**src/sv/japanese_charset_judge_top_defines.svh**
```systemverilog
// ----------------------------------------------------------------------------
// Assertion macros for the charset judge
// Shared wrappers so each check sits on one line in the RTL.
// ----------------------------------------------------------------------------
`ifndef JAPANESE_CHARSET_JUDGE_TOP_DEFINES_SVH
`define JAPANESE_CHARSET_JUDGE_TOP_DEFINES_SVH

// same-cycle implication, disabled during reset
`define CJJ_ASSERT_NOW(lbl, ante, cons, msg) \
	lbl: assert property (@(posedge clk) disable iff (!arst_n) (ante) |-> (cons)) \
		else $error(msg);

// next-cycle implication, disabled during reset
`define CJJ_ASSERT_NEXT(lbl, ante, cons, msg) \
	lbl: assert property (@(posedge clk) disable iff (!arst_n) (ante) |=> (cons)) \
		else $error(msg);

`endif

```
**src/sv/cjj_pkg.sv**
```systemverilog
// ----------------------------------------------------------------------------
// cjj_pkg
// Types, constants and helpers shared by the charset judge modules.
// ----------------------------------------------------------------------------
package cjj_pkg;

	localparam int SCORE_BITS_DEF = 24;
	localparam int QDEPTH         = 4;
	localparam int QPTR_W         = $clog2(QDEPTH);

	typedef enum logic [1:0] {
		V_ASCII = 2'd0,
		V_JIS   = 2'd1,
		V_EUC   = 2'd2,
		V_SJIS  = 2'd3
	} verdict_t;

	localparam logic [7:0] C_ESC    = 8'h1b;
	localparam logic [7:0] C_SS2    = 8'h8e;
	localparam logic [7:0] C_DOLLAR = 8'h24;
	localparam logic [7:0] C_LPAR   = 8'h28;
	localparam logic [7:0] C_RPAR   = 8'h29;
	localparam logic [7:0] C_AT     = 8'h40;
	localparam logic [7:0] C_B      = 8'h42;
	localparam logic [7:0] C_I      = 8'h49;
	localparam logic [7:0] C_J      = 8'h4a;

	localparam logic [6:0] ADD_BIG   = 7'd100;
	localparam logic [6:0] ADD_SMALL = 7'd40;
	localparam logic [6:0] ADD_ONE   = 7'd1;

	// one window snapshot per received byte
	typedef struct packed {
		logic [4:0][7:0] win;
		logic [2:0]      fill;
		logic            last;
	} cjj_entry_t;

	function automatic logic lead_sjis(input logic [7:0] v);
		return (v inside {[8'h81:8'h9f]}) || (v inside {[8'he0:8'hfc]});
	endfunction

endpackage

```
**src/sv/cjj_front.sv**
```systemverilog
// ----------------------------------------------------------------------------
// cjj_front
// Accepts bytes, keeps the five-byte window and hands snapshots to the queue.
// ----------------------------------------------------------------------------
module cjj_front (
	input  logic               clk,
	input  logic               arst_n,
	input  logic [7:0]         data_byte,
	input  logic               is_last,
	input  logic               byte_valid,
	output logic               byte_ready,
	input  logic               q_full,
	output logic               q_push,
	output cjj_pkg::cjj_entry_t q_wdata
);
	import cjj_pkg::*;

	logic [4:0][7:0] win_q;
	logic [2:0]      fill_q;
	logic [4:0][7:0] win_n;
	logic [2:0]      fill_n;

	assign byte_ready = !q_full;
	assign q_push     = byte_valid && !q_full;

	always_comb begin
		win_n[3:0] = win_q[4:1];
		win_n[4]   = data_byte;
		fill_n     = (fill_q < 3'd5) ? fill_q + 3'd1 : fill_q;
	end

	assign q_wdata = '{win: win_n, fill: fill_n, last: is_last};

	always_ff @(posedge clk or negedge arst_n) begin
		if (!arst_n) begin
			win_q  <= '0;
			fill_q <= '0;
		end else if (q_push) begin
			if (is_last) begin
				win_q  <= '0;
				fill_q <= '0;
			end else begin
				win_q  <= win_n;
				fill_q <= fill_n;
			end
		end
	end

endmodule

```
**src/sv/cjj_queue.sv**
```systemverilog
// ----------------------------------------------------------------------------
// cjj_queue
// Small FIFO of window snapshots between front and back.
// ----------------------------------------------------------------------------
module cjj_queue (
	input  logic                clk,
	input  logic                arst_n,
	input  logic                push,
	input  cjj_pkg::cjj_entry_t wdata,
	output logic                full,
	input  logic                pop,
	output logic                valid,
	output cjj_pkg::cjj_entry_t rdata
);
	import cjj_pkg::*;

	cjj_entry_t        mem [QDEPTH];
	logic [QPTR_W-1:0] wr_q;
	logic [QPTR_W-1:0] rd_q;
	logic [QPTR_W:0]   cnt_q;

	assign full  = (cnt_q == (QPTR_W+1)'(QDEPTH));
	assign valid = (cnt_q != '0);
	assign rdata = mem[rd_q];

	always_ff @(posedge clk) begin
		if (push)
			mem[wr_q] <= wdata;
	end

	always_ff @(posedge clk or negedge arst_n) begin
		if (!arst_n) begin
			wr_q  <= '0;
			rd_q  <= '0;
			cnt_q <= '0;
		end else begin
			if (push)
				wr_q <= wr_q + 1'b1;
			if (pop)
				rd_q <= rd_q + 1'b1;
			if (push && !pop)
				cnt_q <= cnt_q + 1'b1;
			else if (pop && !push)
				cnt_q <= cnt_q - 1'b1;
		end
	end

endmodule

```
**src/sv/cjj_back.sv**
```systemverilog
// ----------------------------------------------------------------------------
// cjj_back
// Scans window snapshots, keeps the scores and issues the verdict.
// ----------------------------------------------------------------------------
`include "japanese_charset_judge_top_defines.svh"

module cjj_back #(
	parameter int SCORE_BITS = cjj_pkg::SCORE_BITS_DEF
) (
	input  logic                clk,
	input  logic                arst_n,
	input  logic                q_valid,
	input  cjj_pkg::cjj_entry_t q_entry,
	output logic                q_pop,
	output logic                result_valid,
	input  logic                result_ready,
	output logic [1:0]          verdict,
	output logic                decided_early
);
	import cjj_pkg::*;

	logic [1:0]            ph_q;
	logic [1:0]            skip_q, skip_n;
	logic                  pend_q, pend_n;
	logic [1:0]            kana_q, kana_n;
	logic [SCORE_BITS-1:0] sjis_q, sjis_n, euc_q, euc_n;
	verdict_t              verd_q, verd_n, fin_verd;
	logic                  done_q, done_n;
	logic                  res_valid_q, res_early_q;
	verdict_t              res_verd_q;

	logic       last, final_ph, out_free, stall, en, fire_out;
	logic [7:0] b, n1, n2, p1, p2;
	logic       a1, a2, v1, v2;
	logic [6:0] sadd, eadd;
	logic [SCORE_BITS:0] ssum, esum;

	assign last     = q_entry.last;
	assign final_ph = last && (ph_q == 2'd2);
	assign out_free = !res_valid_q || result_ready;
	assign stall    = final_ph && !out_free;
	assign q_pop    = q_valid && !stall && (!last || ph_q == 2'd2);
	assign fire_out = q_valid && final_ph && out_free;

	// operand selection by scan position (two, one or no bytes ahead)
	always_comb begin
		b = '0; n1 = '0; n2 = '0; p1 = '0; p2 = '0;
		a1 = 1'b0; a2 = 1'b0; v1 = 1'b0; v2 = 1'b0; en = 1'b0;
		case (ph_q)
			2'd0: begin
				b = q_entry.win[2]; n1 = q_entry.win[3]; n2 = q_entry.win[4];
				p1 = q_entry.win[1]; p2 = q_entry.win[0];
				a1 = 1'b1; a2 = 1'b1;
				v1 = q_entry.fill >= 3'd4; v2 = q_entry.fill >= 3'd5;
				en = q_entry.fill >= 3'd3;
			end
			2'd1: begin
				b = q_entry.win[3]; n1 = q_entry.win[4];
				p1 = q_entry.win[2]; p2 = q_entry.win[1];
				a1 = 1'b1;
				v1 = q_entry.fill >= 3'd3; v2 = q_entry.fill >= 3'd4;
				en = q_entry.fill >= 3'd2;
			end
			2'd2: begin
				b = q_entry.win[4];
				p1 = q_entry.win[3]; p2 = q_entry.win[2];
				v1 = q_entry.fill >= 3'd2; v2 = q_entry.fill >= 3'd3;
				en = 1'b1;
			end
			default: en = 1'b0;
		endcase
		en = en && q_valid && !stall;
	end

	// one scan step
	always_comb begin
		skip_n = skip_q; pend_n = pend_q; kana_n = kana_q;
		verd_n = verd_q; done_n = done_q;
		sadd = '0; eadd = '0;
		if (!en || done_q) begin
		end else if (skip_q != 2'd0) begin
			skip_n = skip_q - 2'd1;
		end else if (b == C_ESC && a2) begin
			if ((n1 == C_DOLLAR && (n2 == C_B || n2 == C_AT)) ||
			    (n1 == C_LPAR && (n2 == C_B || n2 == C_J))) begin
				verd_n = V_JIS;
				done_n = 1'b1;
			end else begin
				if ((n1 == C_LPAR || n1 == C_RPAR) && n2 == C_I) begin
					verd_n = V_JIS;
					skip_n = 2'd2;
				end
				pend_n = 1'b0;
				kana_n = '0;
			end
		end else if (b < 8'h20) begin
			pend_n = 1'b0;
			kana_n = '0;
			if (v2 && p2 == 8'h81 && (p1 inside {[8'h41:8'h49]})) begin
				verd_n = V_SJIS;
				sadd   = ADD_BIG;
			end else if (v2 && p2 == 8'ha1 && (p1 inside {[8'ha2:8'haa]})) begin
				verd_n = V_EUC;
				eadd   = ADD_BIG;
			end else if (v2 && p2 == 8'h82 && p1 >= 8'ha0) begin
				sadd = ADD_SMALL;
			end else if (v2 && p2 == 8'ha4 && p1 >= 8'ha0) begin
				eadd = ADD_SMALL;
			end
		end else begin
			if (a1) begin
				if ((b == 8'h82 && n1 >= 8'ha0) ||
				    (b == 8'h83 && (n1 inside {[8'h40:8'h9f]})))
					sadd = ADD_ONE;
				else if ((b == 8'ha4 || b == 8'ha5) && n1 >= 8'ha0)
					eadd = ADD_ONE;
			end
			if (pend_q) begin
				if (v1 && (b inside {[8'h40:8'ha0]}) && lead_sjis(p1)) begin
					verd_n = V_SJIS; done_n = 1'b1;
				end else if (v1 && (p1 inside {[8'h81:8'h9f]}) &&
				             ((b inside {[8'h40:8'h7d]}) || (b inside {[8'h7f:8'hfc]}))) begin
					verd_n = V_SJIS; done_n = 1'b1;
				end else if (v1 && (b inside {[8'hfd:8'hfe]}) &&
				             (p1 inside {[8'ha1:8'hfe]})) begin
					verd_n = V_EUC; done_n = 1'b1;
				end else if (v1 && (p1 inside {[8'hfd:8'hfe]}) &&
				             (b inside {[8'ha1:8'hfe]})) begin
					verd_n = V_EUC; done_n = 1'b1;
				end else if (v1 && (b < 8'ha0 || b > 8'hdf) && p1 == C_SS2) begin
					verd_n = V_SJIS; done_n = 1'b1;
				end else if (b <= 8'h7f) begin
					verd_n = V_SJIS; done_n = 1'b1;
				end else begin
					// half-width kana range a7..df scores nothing
					if ((b inside {[8'ha1:8'ha6]}) || (b inside {[8'he0:8'hfe]}) ||
					    b == C_SS2)
						eadd = eadd + ADD_ONE;
					pend_n = 1'b0;
					kana_n = '0;
				end
			end else if (b == C_SS2) begin
				if (!a1) begin
				end else if (n1 inside {[8'ha1:8'hdf]}) begin
					if (kana_q == 2'd1)
						eadd = ADD_BIG;
					if (kana_q != 2'd3)
						kana_n = kana_q + 2'd1;
					skip_n = 2'd1;
				end else begin
					verd_n = V_SJIS; done_n = 1'b1;
				end
			end else if (b inside {[8'h81:8'h9f]}) begin
				verd_n = V_SJIS;
				if (a1 && ((n1 inside {[8'h40:8'h7e]}) || (n1 inside {[8'h80:8'hfc]})))
					done_n = 1'b1;
			end else if (b inside {[8'hfd:8'hfe]}) begin
				verd_n = V_EUC;
				if (a1 && (n1 inside {[8'ha1:8'hfe]}))
					done_n = 1'b1;
			end else if (b > 8'h7f) begin
				pend_n = 1'b1;
				kana_n = '0;
			end
		end
		ssum   = {1'b0, sjis_q} + (SCORE_BITS+1)'(sadd);
		esum   = {1'b0, euc_q} + (SCORE_BITS+1)'(eadd);
		sjis_n = ssum[SCORE_BITS] ? '1 : ssum[SCORE_BITS-1:0];
		euc_n  = esum[SCORE_BITS] ? '1 : esum[SCORE_BITS-1:0];
		fin_verd = verd_n;
		if (!done_n && verd_n == V_ASCII) begin
			if (sjis_n > euc_n)
				fin_verd = V_SJIS;
			else if (sjis_n < euc_n)
				fin_verd = V_EUC;
		end
	end

	always_ff @(posedge clk or negedge arst_n) begin
		if (!arst_n) begin
			ph_q   <= '0;
			skip_q <= '0;
			pend_q <= 1'b0;
			kana_q <= '0;
			sjis_q <= '0;
			euc_q  <= '0;
			verd_q <= V_ASCII;
			done_q <= 1'b0;
		end else begin
			if (q_pop)
				ph_q <= '0;
			else if (q_valid && !stall)
				ph_q <= ph_q + 2'd1;
			if (fire_out) begin
				skip_q <= '0;
				pend_q <= 1'b0;
				kana_q <= '0;
				sjis_q <= '0;
				euc_q  <= '0;
				verd_q <= V_ASCII;
				done_q <= 1'b0;
			end else if (en) begin
				skip_q <= skip_n;
				pend_q <= pend_n;
				kana_q <= kana_n;
				sjis_q <= sjis_n;
				euc_q  <= euc_n;
				verd_q <= verd_n;
				done_q <= done_n;
			end
		end
	end

	always_ff @(posedge clk or negedge arst_n) begin
		if (!arst_n)
			res_valid_q <= 1'b0;
		else if (fire_out)
			res_valid_q <= 1'b1;
		else if (result_ready)
			res_valid_q <= 1'b0;
	end

	always_ff @(posedge clk) begin
		if (fire_out) begin
			res_verd_q  <= fin_verd;
			res_early_q <= done_n;
		end
	end

	assign result_valid  = res_valid_q;
	assign verdict       = res_verd_q;
	assign decided_early = res_early_q;

	`CJJ_ASSERT_NOW(a_phase_held, ph_q != 2'd0, q_valid && q_entry.last, "phase moved without a last request")
	`CJJ_ASSERT_NEXT(a_state_cleared, fire_out, sjis_q == '0 && euc_q == '0 && !done_q && ph_q == 2'd0, "state not cleared after result")
	`CJJ_ASSERT_NOW(a_pop_only_final, q_pop && q_entry.last, ph_q == 2'd2, "last request popped early")

endmodule

```
**src/sv/japanese_charset_judge_top.sv**
```systemverilog
// ----------------------------------------------------------------------------
// japanese_charset_judge_top
// Classifies a byte buffer as ASCII, JIS, EUC-JP or SJIS.
// ----------------------------------------------------------------------------
// Input channel: data_byte/is_last under byte_valid/byte_ready, one request
// per byte; is_last marks the final byte of a buffer.
// Output channel: verdict/decided_early under result_valid/result_ready, one
// result per buffer, none for the other bytes.
// Throughput: one byte per cycle while the queue has room; the final byte of a
// buffer occupies the scanner for its own position and the two look-ahead
// positions left behind, which the single scan unit catches up one per cycle.
// Result: after the final byte is accepted the scanner steps through all three
// positions before result_valid rises, later if earlier bytes are still queued.
// A four-entry queue parts the byte intake from the scanner, and a result
// register parts the scanner from the receiver: while result_ready is low the
// scanner keeps working until it has a second result, then holds and the
// queue fills, after which byte_ready drops.
// Reset clears window, scores, queue pointers and result valid flag; no clearing pass.
// ----------------------------------------------------------------------------
module japanese_charset_judge_top #(
	parameter int SCORE_BITS = cjj_pkg::SCORE_BITS_DEF
) (
	input  logic       clk,
	input  logic       arst_n,
	input  logic [7:0] data_byte,
	input  logic       is_last,
	input  logic       byte_valid,
	output logic       byte_ready,
	output logic [1:0] verdict,
	output logic       decided_early,
	output logic       result_valid,
	input  logic       result_ready
);
	import cjj_pkg::*;

	logic       q_full, q_push, q_valid, q_pop;
	cjj_entry_t q_wdata, q_rdata;

	cjj_front u_front (
		.clk        (clk),
		.arst_n     (arst_n),
		.data_byte  (data_byte),
		.is_last    (is_last),
		.byte_valid (byte_valid),
		.byte_ready (byte_ready),
		.q_full     (q_full),
		.q_push     (q_push),
		.q_wdata    (q_wdata)
	);

	cjj_queue u_queue (
		.clk    (clk),
		.arst_n (arst_n),
		.push   (q_push),
		.wdata  (q_wdata),
		.full   (q_full),
		.pop    (q_pop),
		.valid  (q_valid),
		.rdata  (q_rdata)
	);

	cjj_back #(
		.SCORE_BITS (SCORE_BITS)
	) u_back (
		.clk           (clk),
		.arst_n        (arst_n),
		.q_valid       (q_valid),
		.q_entry       (q_rdata),
		.q_pop         (q_pop),
		.result_valid  (result_valid),
		.result_ready  (result_ready),
		.verdict       (verdict),
		.decided_early (decided_early)
	);

endmodule

```
**config.mk**
```make
export PLATFORM = sky130hd
export DESIGN_NAME = japanese_charset_judge_top
export DESIGN_NICKNAME = d
export VERILOG_FILES = /design/src/sv/cjj_pkg.sv /design/src/sv/cjj_front.sv /design/src/sv/cjj_queue.sv /design/src/sv/cjj_back.sv /design/src/sv/japanese_charset_judge_top.sv
export VERILOG_INCLUDE_DIRS = /design/src /design/src/sv
export SDC_FILE = /design/constraint.sdc
export NUM_CORES = 1
export LEC_CHECK = 0
export ABC_AREA = 0
export BUFFER_PORTS_ARGS = -buffer_cell sky130_fd_sc_hd__clkbuf_2
export CAP_MARGIN = 10
export CELL_PAD_IN_SITES_DETAIL_PLACEMENT = 0
export CELL_PAD_IN_SITES_GLOBAL_PLACEMENT = 2
export CORE_MARGIN = 2
export CORE_UTILIZATION = 32
export DETAILED_ROUTE_END_ITERATION = 8
export PLACE_DENSITY_LB_ADDON = 0.1
export SYNTH_ARGS = -nofsm -noshare
export SYNTH_HDL_FRONTEND = slang
export SYNTH_HIERARCHICAL = 1
export SYNTH_SLANG_ARGS = --single-unit
```
**constraint.sdc**
```tcl
create_clock -name clk -period 9.3 [get_ports clk]
set_input_delay 2.325 -clock clk [delete_from_list [all_inputs] [get_ports clk]]
set_output_delay 2.325 -clock clk [all_outputs]
set_load 0.03 [all_outputs]
```
Yosys cells after proc, flatten, opt, wreduce, memory -nomap -nowiden
Memory sizes are Yosys's and may differ from the RTL's.
Index checks and enable logic that the tools add are counted.

word-level totals
  register bits = 104
  RAM bits = 176
  input port bits = 13
  output and inout bits = 5
  logic and storage cells = 375
  memories = 1

memory list
  name         depth  bits a word  read ports  clocked after Yosys merged registers in  write ports  line             source
  u_queue.mem  4      44           1           0                                        1            cjj_queue.sv:17  cjj_entry_t mem [QDEPTH];

cells by class
  add/subtract/negate cells = 11
  $lt $le $gt $ge = 45
  equality and inequality tests = 41
  muxes and demuxes = 160
  reduce and logical (&&, ||, !) cells = 98

operators with widths
  cell                                                                   count
  7-bit 2-to-1 mux                                                       32
  24-bit 2-to-1 mux                                                      6
  2-bit 2-to-1 mux                                                       60
  8-bit >= comparator, second input constant                             13
  8-bit <= comparator, second input constant                             13
  8-bit == test, second input constant                                   10
  8-bit one-hot mux with 3 select lines                                  3
  1-bit logical AND                                                      58
  24-bit by 7-bit adder with 25-bit output                               2
  1-bit 2-to-1 mux                                                       47
  40-bit 2-to-1 mux                                                      1
  8-bit by 7-bit == test with 1-bit output, second input constant        4
  8-bit by 7-bit >= comparator with 1-bit output, second input constant  4
  8-bit by 7-bit <= comparator with 1-bit output, second input constant  4
  5-bit != test, second input constant                                   6
  8-bit by 6-bit == test with 1-bit output, second input constant        3
  24-bit greater-than comparator                                         1
  24-bit < comparator                                                    1
  6-bit by 2-bit != test with 1-bit output, second input constant        3
  8-bit one-hot mux with 2 select lines                                  1
  16-bit AND reduction                                                   1
  1-bit logical OR                                                       15
  3-bit 2-to-1 mux                                                       4
  6-bit 2-to-1 mux                                                       2
  34 further kinds                                                       61

Longest topological paths before layout
Gate-level depths: netlist of the first run.

  word-level depth = 31
  mapped depth = 35
  gate-level depth less buffers = 30

Hierarchy
Netlist of the first run, hierarchy kept.

modules (own cells, without submodules)
  module     times used  cells an instance  area an instance (um^2)  seq. area each (um^2)
  cjj_queue  1           264                6,806.5                  5,460.2
  cjj_back   1           784                6,236.0                  1,566.5
  cjj_front  1           168                1,604.0                  875.8

Worst setup path before layout of the first run
No wires, ideal clock.

  path kind = in2reg
  from = in result_ready
  to = reg u_back.res_verd_q[0], in the netlist u_back/verdict[0] (data pin)
  library setup time = 0.256 ns
  arrival = 7.429 ns
  required time = 9.044 ns
  slack = 1.616 ns
  stages on the path = 27
  buffers on the path = 3
  cell sequence = nand2b_1 o21ai_1 a211o_1 nor4_1 nand2_1 nor2_1 ha_1 fa_1 a21oi_1 o21bai_1 a31oi_1 o21bai_1 and3_1 clkbuf_1 and2_1 clkbuf_1 clkbuf_1 nor2_1 ha_1 a21o_1 a21o_1 a211o_1 o211ai_1 a31oi_1 nor3_1 o21ai_0 a41o_1

on the way
  word-level cells in the longest chain between the ends = 14
  elaborated cells on any way between the ends = 23
  those cells by class = add/sub (2); order compare (2); mux (9); reduce/logical (10)

RTL lines
  element                                                             line                              source
  start: declaration                                                  japanese_charset_judge_top.sv:32  input logic result_ready
  1-bit logical OR (*)                                                cjj_back.sv:40                    assign out_free = !res_valid_q || result_ready;
  1-bit zero test (*)                                                 cjj_back.sv:41                    assign stall = final_ph && !out_free;
  1-bit logical AND (*)                                               cjj_back.sv:41
  1-bit zero test (*)                                                 cjj_back.sv:72                    en = en && q_valid && !stall;
  1-bit logical AND (*)                                               cjj_back.sv:72
  1-bit zero test (*)                                                 cjj_back.sv:80                    if (!en || done_q) begin
  1-bit logical OR (*)                                                cjj_back.sv:80
  7-bit 2-to-1 mux                                                    cjj_back.sv:80
  24-bit by 7-bit adder with 25-bit output, on equally long branches  cjj_back.sv:166, cjj_back.sv:167
  24-bit 2-to-1 mux, on equally long branches                         cjj_back.sv:168, cjj_back.sv:169
  24-bit < comparator                                                 cjj_back.sv:174                   else if (sjis_n < euc_n)
  2-bit 2-to-1 mux                                                    cjj_back.sv:174
  2-bit 2-to-1 mux                                                    cjj_back.sv:172                   if (sjis_n > euc_n)
  2-bit 2-to-1 mux (*)                                                cjj_back.sv:171                   if (!done_n && verd_n == V_ASCII) begin
  net u_back.fin_verd[0]                                              cjj_back.sv:27                    verdict_t verd_q, verd_n, fin_verd;
  end signal: assignment                                              cjj_back.sv:225                   res_verd_q <= fin_verd;
  end: declaration                                                    cjj_back.sv:30                    verdict_t res_verd_q;

The timed path passes the listed nets; every way through them passes the cells marked *.
A chain may end at the register's enable or synchronous reset.

==> flow_metrics.tcl, run 1 <==
set metrics [dict create \
    start_util_pct 32.3 \
    hp-start "u_queue/cnt_q[2]" \
    cp_common_cell "and2_1" \
    multi_input_area_sq_mm 0.00620 \
    holdPathEnd "u_queue/cnt_q[2]" \
    seq_area_frac_synth_pct 54.0 \
    peakVddDrop_mv 0.166 \
    wl_um 39700 \
    post_cts_resized 0 \
    coreArea_sq_mm 0.0453 \
    status "complete, no violations" \
    hold_path_class "flop to flop" \
    area_growth_syn_to_layout_pct 13.5 \
    regToRegSetupSlack_ps 960 \
    fillerInstances 4470 \
    grt_pass1_wl_um 62300 \
    slew_violations 0 \
    detailed_place_hpwl_um 26500 \
    synth_top_family_by_area "simple AND/OR/NAND/NOR gates" \
    grt-ovfl-total 0 \
    critPathCaptureType "flop" \
    synthMuxAreaShare_pct 8.33 \
    dp_slack_ps 551 \
    ys_ff_latch 280 \
    switchingPower_mw 2.26 \
    drive_gt1_share_pct 14.6 \
    diodes 0 \
    synthAdderAreaFrac_pct 4.46 \
    post_synth_xor_area_fraction_pct 2.09 \
    path_class "flop to flop" \
    layout.nets 1300 \
    synth_top_flop_cell "edfxtp_1" \
    seq_power_share_pct 31.7 \
    r2r_end "u_back/verdict[0]" \
    required_ps 9590 \
    internal_power_mw 3.47 \
    cp.buffers_inverters 1 \
    start_kind "flop" \
    ctsRootBufferMaster "clkbuf_16" \
    drv_cap 0 \
    clk_pin_slew_ps 50 \
    post_cts_buffers 0 \
    fin_crit_ps 8340 \
    tightest_slew_ps 1100 \
    hold_violations 0 \
    rsz0062_at_grt "no" \
    clock_power_share_pct 25.6 \
    synth-async-reset-ratio_pct 36.1 \
    maxSlewHeadroom_pct 26.3 \
    yosys.area_share.simple_pct 14.2 \
    syn-instance-count 1216 \
    cts_hold_buf 0 \
    max_freq_ghz 0.120 \
    comb_power_share_pct 42.7 \
    antenna_left 0 \
    ctsLongestPathBuffers 3 \
    synth.distinct_cells 79 \
    r2r-start "u_queue/rd_q[0]" \
    drt_pass1_iterations 6 \
    synth-edff-count 179 \
    clock_latency_ps 550 \
    r2r_cells 28 \
    routedWlPerCell_um 21.3 \
    swShare_pct 39.5 \
    antenna_found_initial 0 \
    synth_compound_area_share_pct 13.1 \
    vias 9934 \
    powerDensity_mw_per_mm2 345 \
    dieArea_sq_mm 0.0475 \
    synth_area_sq_mm 0.0146 \
    max_stage_delay_ps 850 \
    grt_max_degree 70 \
    port_buffers 17 \
    drc_errors 0 \
    finalCritPeriodShare_pct 89.7 \
    tns_ps 0 \
    gp_congestion 0.772 \
    drt_iter0_drc 783 \
    rows 78 \
    io_pins 18 \
    final_common_cell "edfxtp_1" \
    cts_tree "built" \
    ff_latch_area_sq_mm 0.00791 \
    die_h_um 218 \
    syn_area_per_cell_sq_um 12.0 \
    yosys_warnings 6 \
    p_leak_nw 6.31 \
    cts_sinks 280 \
    path_delay_family "compound AO/OA/AOI/OAI gates" \
    worst-path-max-fanout 17 \
    skew_ps 16.6 \
    arrival_ps 8620 \
    grt_pass1_vias 9937 \
    critical_path.slowest_cell "a222oi_1" \
    cts_buffers 36 \
    final_cell_mix "179 x edfxtp_1, 116 x nand2_1, 99 x dfrtp_1" \
    syn-num-nets 1280 \
    finalSetupViolCount 0 \
    track_usage_pct 17.2 \
    worstHoldPathCells 1 \
    layout_setup_ws_ps 961 \
    die_x_um 218 \
    vias_per_cell 5.33 \
    htreeDepth 2 \
]
==> metrics by stage <==
step / hold WS, ps / instance area (sq um) / utilization (%) / total power [mW] / instances
after global placement: 476 / 15400 / 34.0 / 4.32 / 1798
after floorplan: 449 / 14600 / - / 3.49 / 1216
final: 487 / 16600 / 36.7 / 5.73 / 1863
after CTS: 496 / 16600 / 36.7 / 5.82 / 1863
after detailed placement: 483 / 15400 / 34.0 / 4.32 / 1798
after global routing: 528 / 16600 / 36.7 / 6.12 / 1863
==> final cells by class <==
| class | instances | share of cell area (%) |
|---|---|---|
| multi-input cells | 831 | 37.3 |
| clock buffers | 46 | 5.88 |
| repair buffers | 61 | 2.59 |
| well taps | 600 | 4.52 |
| inverters | 26 | 0.587 |
| flip-flops and latches | 280 | 47.5 |
| clock inverters | 19 | 1.60 |
==> cells by family after synthesis <==
group,Yosys count
AOI/OAI and AO/OA,278
xor gates and xnor gates,35
adders and majority gates,51
buffers and inverters,105
DFF,280
muxes,64
and+or+nand+nor,403
==> worst max-delay path by stage <==
stage	from	end	slack, ps	cells past startpoint
after floorplan	result_ready	u_back/verdict[0]	1620	27
after global placement	result_ready	u_back/verdict[0]	630	25
after detailed placement	result_ready	u_back/verdict[0]	550	25
after CTS	u_queue/rd_q[0]	u_back/verdict[0]	870	28
after global routing	u_queue/rd_q[0]	u_back/verdict[0]	290	28
final	u_queue/rd_q[0]	u_back/verdict[0]	960	28
==> power by group through the flow <==
stage,Combinational [mW],Clock (mW),Sequential [mW]
3_5_place_dp,2.47,0,1.85
2_1_floorplan,1.72,0,1.77
5_1_grt,2.70,1.56,1.86
6_report,2.45,1.47,1.82
3_3_place_gp,2.48,0,1.84
4_1_cts,2.48,1.51,1.83
==> cell usage after synthesis (all sizes together) (22+ instances only) <==
library cell,number,area [sq um]
nand2b,39,251
clkbuf,37,139
o21ai,70,350
edfxtp,179,5380
ha,49,613
inv,26,97.6
nand2,116,435
dfrtp,101,2530
and3,22,143
buf,42,328
mux4,44,1010
a21oi,51,255
nor2,74,278
nor3,23,115
nand3,30,150
==> registers in the layout, summed over array words and instances, names as in the netlist <==
name	cells
u_back/decided_early	1
u_queue/rd_q	2
u_back/skip_q	2
u_back/pend_q	1
u_front/fill_q	3
u_back/kana_q	2
u_queue/wr_q	2
u_front/q_wdata	32
u_queue/cnt_q	3
u_back/verdict	2
u_back/euc_q	24
u_back/result_valid	1
u_back/sjis_q	24
u_back/verd_q	2
u_queue/mem	176
u_back/ph_q	2
u_back/done_q	1
==> routing by layer <==
| layer | global-route usage, % | vias to the layer above | wire length (um) | share of wire, % |
|---|---|---|---|---|
| met5 | 0 | - | 0 | 0 |
| met3 | 2.94 | 52 | 1360 | 3.4 |
| li1 | - | 4733 | - | - |
| met1 | 24.6 | 5008 | 19300 | 49 |
| met2 | 26.9 | 141 | 18300 | 46 |
| met4 | 4.33 | 0 | 773 | 1.9 |
Note: power is estimated with default switching activity, not from simulation.
==> run 2: changes to the inputs <==
--- a/config.mk
+++ b/config.mk
@@ -15,6 +15,7 @@
 export CORE_UTILIZATION = 32
 export DETAILED_ROUTE_END_ITERATION = 8
 export PLACE_DENSITY_LB_ADDON = 0.1
+export REMOVE_ABC_BUFFERS = 1
 export SYNTH_ARGS = -nofsm -noshare
 export SYNTH_HDL_FRONTEND = slang
 export SYNTH_HIERARCHICAL = 1
==> run 2 against run 1 <==
Net effect:
- fmax increased by 2.9%
- critical path type unchanged
- highest routed layer unchanged
- combinational power shrank 4%
- cell count is 0.97% lower
- largest cell class unchanged
==> flow_metrics.tcl, run 2 (synthesis results as in run 1) <==
set metrics [dict create \
    status "complete, no violations" \
    final_common_cell "edfxtp_1" \
    vias 9825 \
    critical_path.slowest_cell "dfrtp_4" \
    drive_gt1_share_pct 13.3 \
    post_cts_resized 0 \
    p_leak_nw 6.19 \
    powerDensity_mw_per_mm2 338 \
    detailed_place_hpwl_um 25900 \
    io_pins 18 \
    tightest_slew_ps 1060 \
    htreeDepth 2 \
    area_growth_syn_to_layout_pct 12.3 \
    largest_register_ffs 176 \
    tns_ps 0 \
    arrival_ps 8390 \
    dp_slack_ps 830 \
    cts_sinks 280 \
    max_freq_ghz 0.123 \
    final_cells 1845 \
    hold_path_class "flop to flop" \
    start_kind "flop" \
    track_usage_pct 16.7 \
    finalSetupViolCount 0 \
    post_cts_buffers 0 \
    finalCritPeriodShare_pct 87.1 \
    fillerInstances 4469 \
    worst-path-max-fanout 33 \
    drc_errors 0 \
    rows 78 \
    gp_congestion 0.805 \
    final_cell_mix "179 x edfxtp_1, 116 x nand2_1, 99 x dfrtp_1" \
    wl_um 38900 \
    maxSlewHeadroom_pct 29.5 \
    rsz0062_at_grt "no" \
    routedWlPerCell_um 21.1 \
    cts_tree "built" \
    start_util_pct 32.3 \
    drv_cap 0 \
    ctsRootBufferMaster "clkbuf_16" \
    grt-ovfl-total 0 \
    ctsLongestPathBuffers 3 \
    max_stage_delay_ps 830 \
    coreArea_sq_mm 0.0453 \
    grt_pass1_vias 9896 \
    hold_violations 0 \
    layout_setup_ws_ps 1200 \
    antenna_found_initial 0 \
    peakVddDrop_mv 0.172 \
    cts_hold_buf 0 \
    skew_ps 27.1 \
    dieArea_sq_mm 0.0475 \
    drt_iter0_drc 915 \
    required_ps 9590 \
    cts_buffers 34 \
    clk_pin_slew_ps 50 \
    antenna_left 0 \
    layout.nets 1282 \
    fin_crit_ps 8100 \
    grt_pass1_wl_um 60500 \
    die_h_um 218 \
    drt_pass1_iterations 8 \
    vias_per_cell 5.33 \
    regMostFlops "u_queue/mem" \
    grt_max_degree 71 \
    dp.cells 1782 \
    path_class "flop to flop" \
    clock_latency_ps 560 \
    die_x_um 218 \
    final_core_util_pct 36.3 \
    slew_violations 0 \
    critPathCaptureType "flop" \
    port_buffers 17 \
    cp_common_cell "a21o_1" \
]
-- run 2: changes by cell type in the layout (fill, tap and decap cells not counted), moves of 2 or more --
cell        previous run  this run
clkbuf_8               4        11
clkbuf_16             36        34
clkinv_4               2         0
buf_4                 44        28
clkinv_2               5         1
clkinv_1               3         0
clkbuf_1               6         8
bufinv_16              6         2
clkinvlp_4             1         3
-- run 2: per-layer routing --
layer | GRT usage [%] | part of all wire (%) | routed length [um]
met1 | 22.9 | 48 | 18600
met2 | 27.1 | 46 | 18100
met3 | 3.14 | 3.7 | 1460
met4 | 4.65 | 2.1 | 833
met5 | 0 | 0 | 0
-- run 2: metrics by stage --
| step | hold WS [ps] | total power [mW] | instance area [sq um] |
|---|---|---|---|
| global placement | 471 | 4.26 | 15300 |
| global route | 512 | 5.94 | 16400 |
| floorplan | 449 | 3.37 | 14200 |
| CTS | 488 | 5.64 | 16400 |
| detailed placement | 476 | 4.24 | 15300 |
| finish | 488 | 5.56 | 16400 |
-- run 2: final cells by class --
type	count	area [sq um]	share of cell area (%)
Timing Repair Buffer	45	310	1.89
Tap cell	600	751	4.56
Antenna cell	1	2.50	0.0152
Multi-Input combinational cell	831	6200	37.7
Clock buffer	53	1030	6.28
Inverter	26	97.6	0.593
Clock inverter	9	146	0.890
Sequential cell	280	7910	48.1
-- run 2: final timing paths --
kind / slack (ps) / to / cells after the start / start
min: 490 / u_queue/cnt_q[2] / 1 / u_queue/cnt_q[2]
min reg2reg: 490 / u_queue/cnt_q[2] / 1 / u_queue/cnt_q[2]
min in group asynchronous: 1800 / u_back/euc_q[16] / 1 / arst_n
max: 1200 / u_back/verdict[0] / 28 / u_queue/rd_q[0]
max reg2reg: 1200 / u_back/verdict[0] / 28 / u_queue/rd_q[0]
max in group asynchronous: 6050 / u_queue/rd_q[0] / 2 / arst_n
-- run 2: worst max-delay path: cells and delay by family, from the launching register on --
family / cells / cell delay [ps]
simple gates: 9 / 2200
flops: 1 / 830
fa+ha+maj: 2 / 580
buf+inv: 2 / 560
compound gates: 13 / 2660
mux: 2 / 930
-- run 2: report_power, final --
group	switching [mW]	total [mW]	internal, mW
logic	1.49	2.34	0.851
clock network	0.542	1.37	0.829
registers	0.194	1.85	1.65
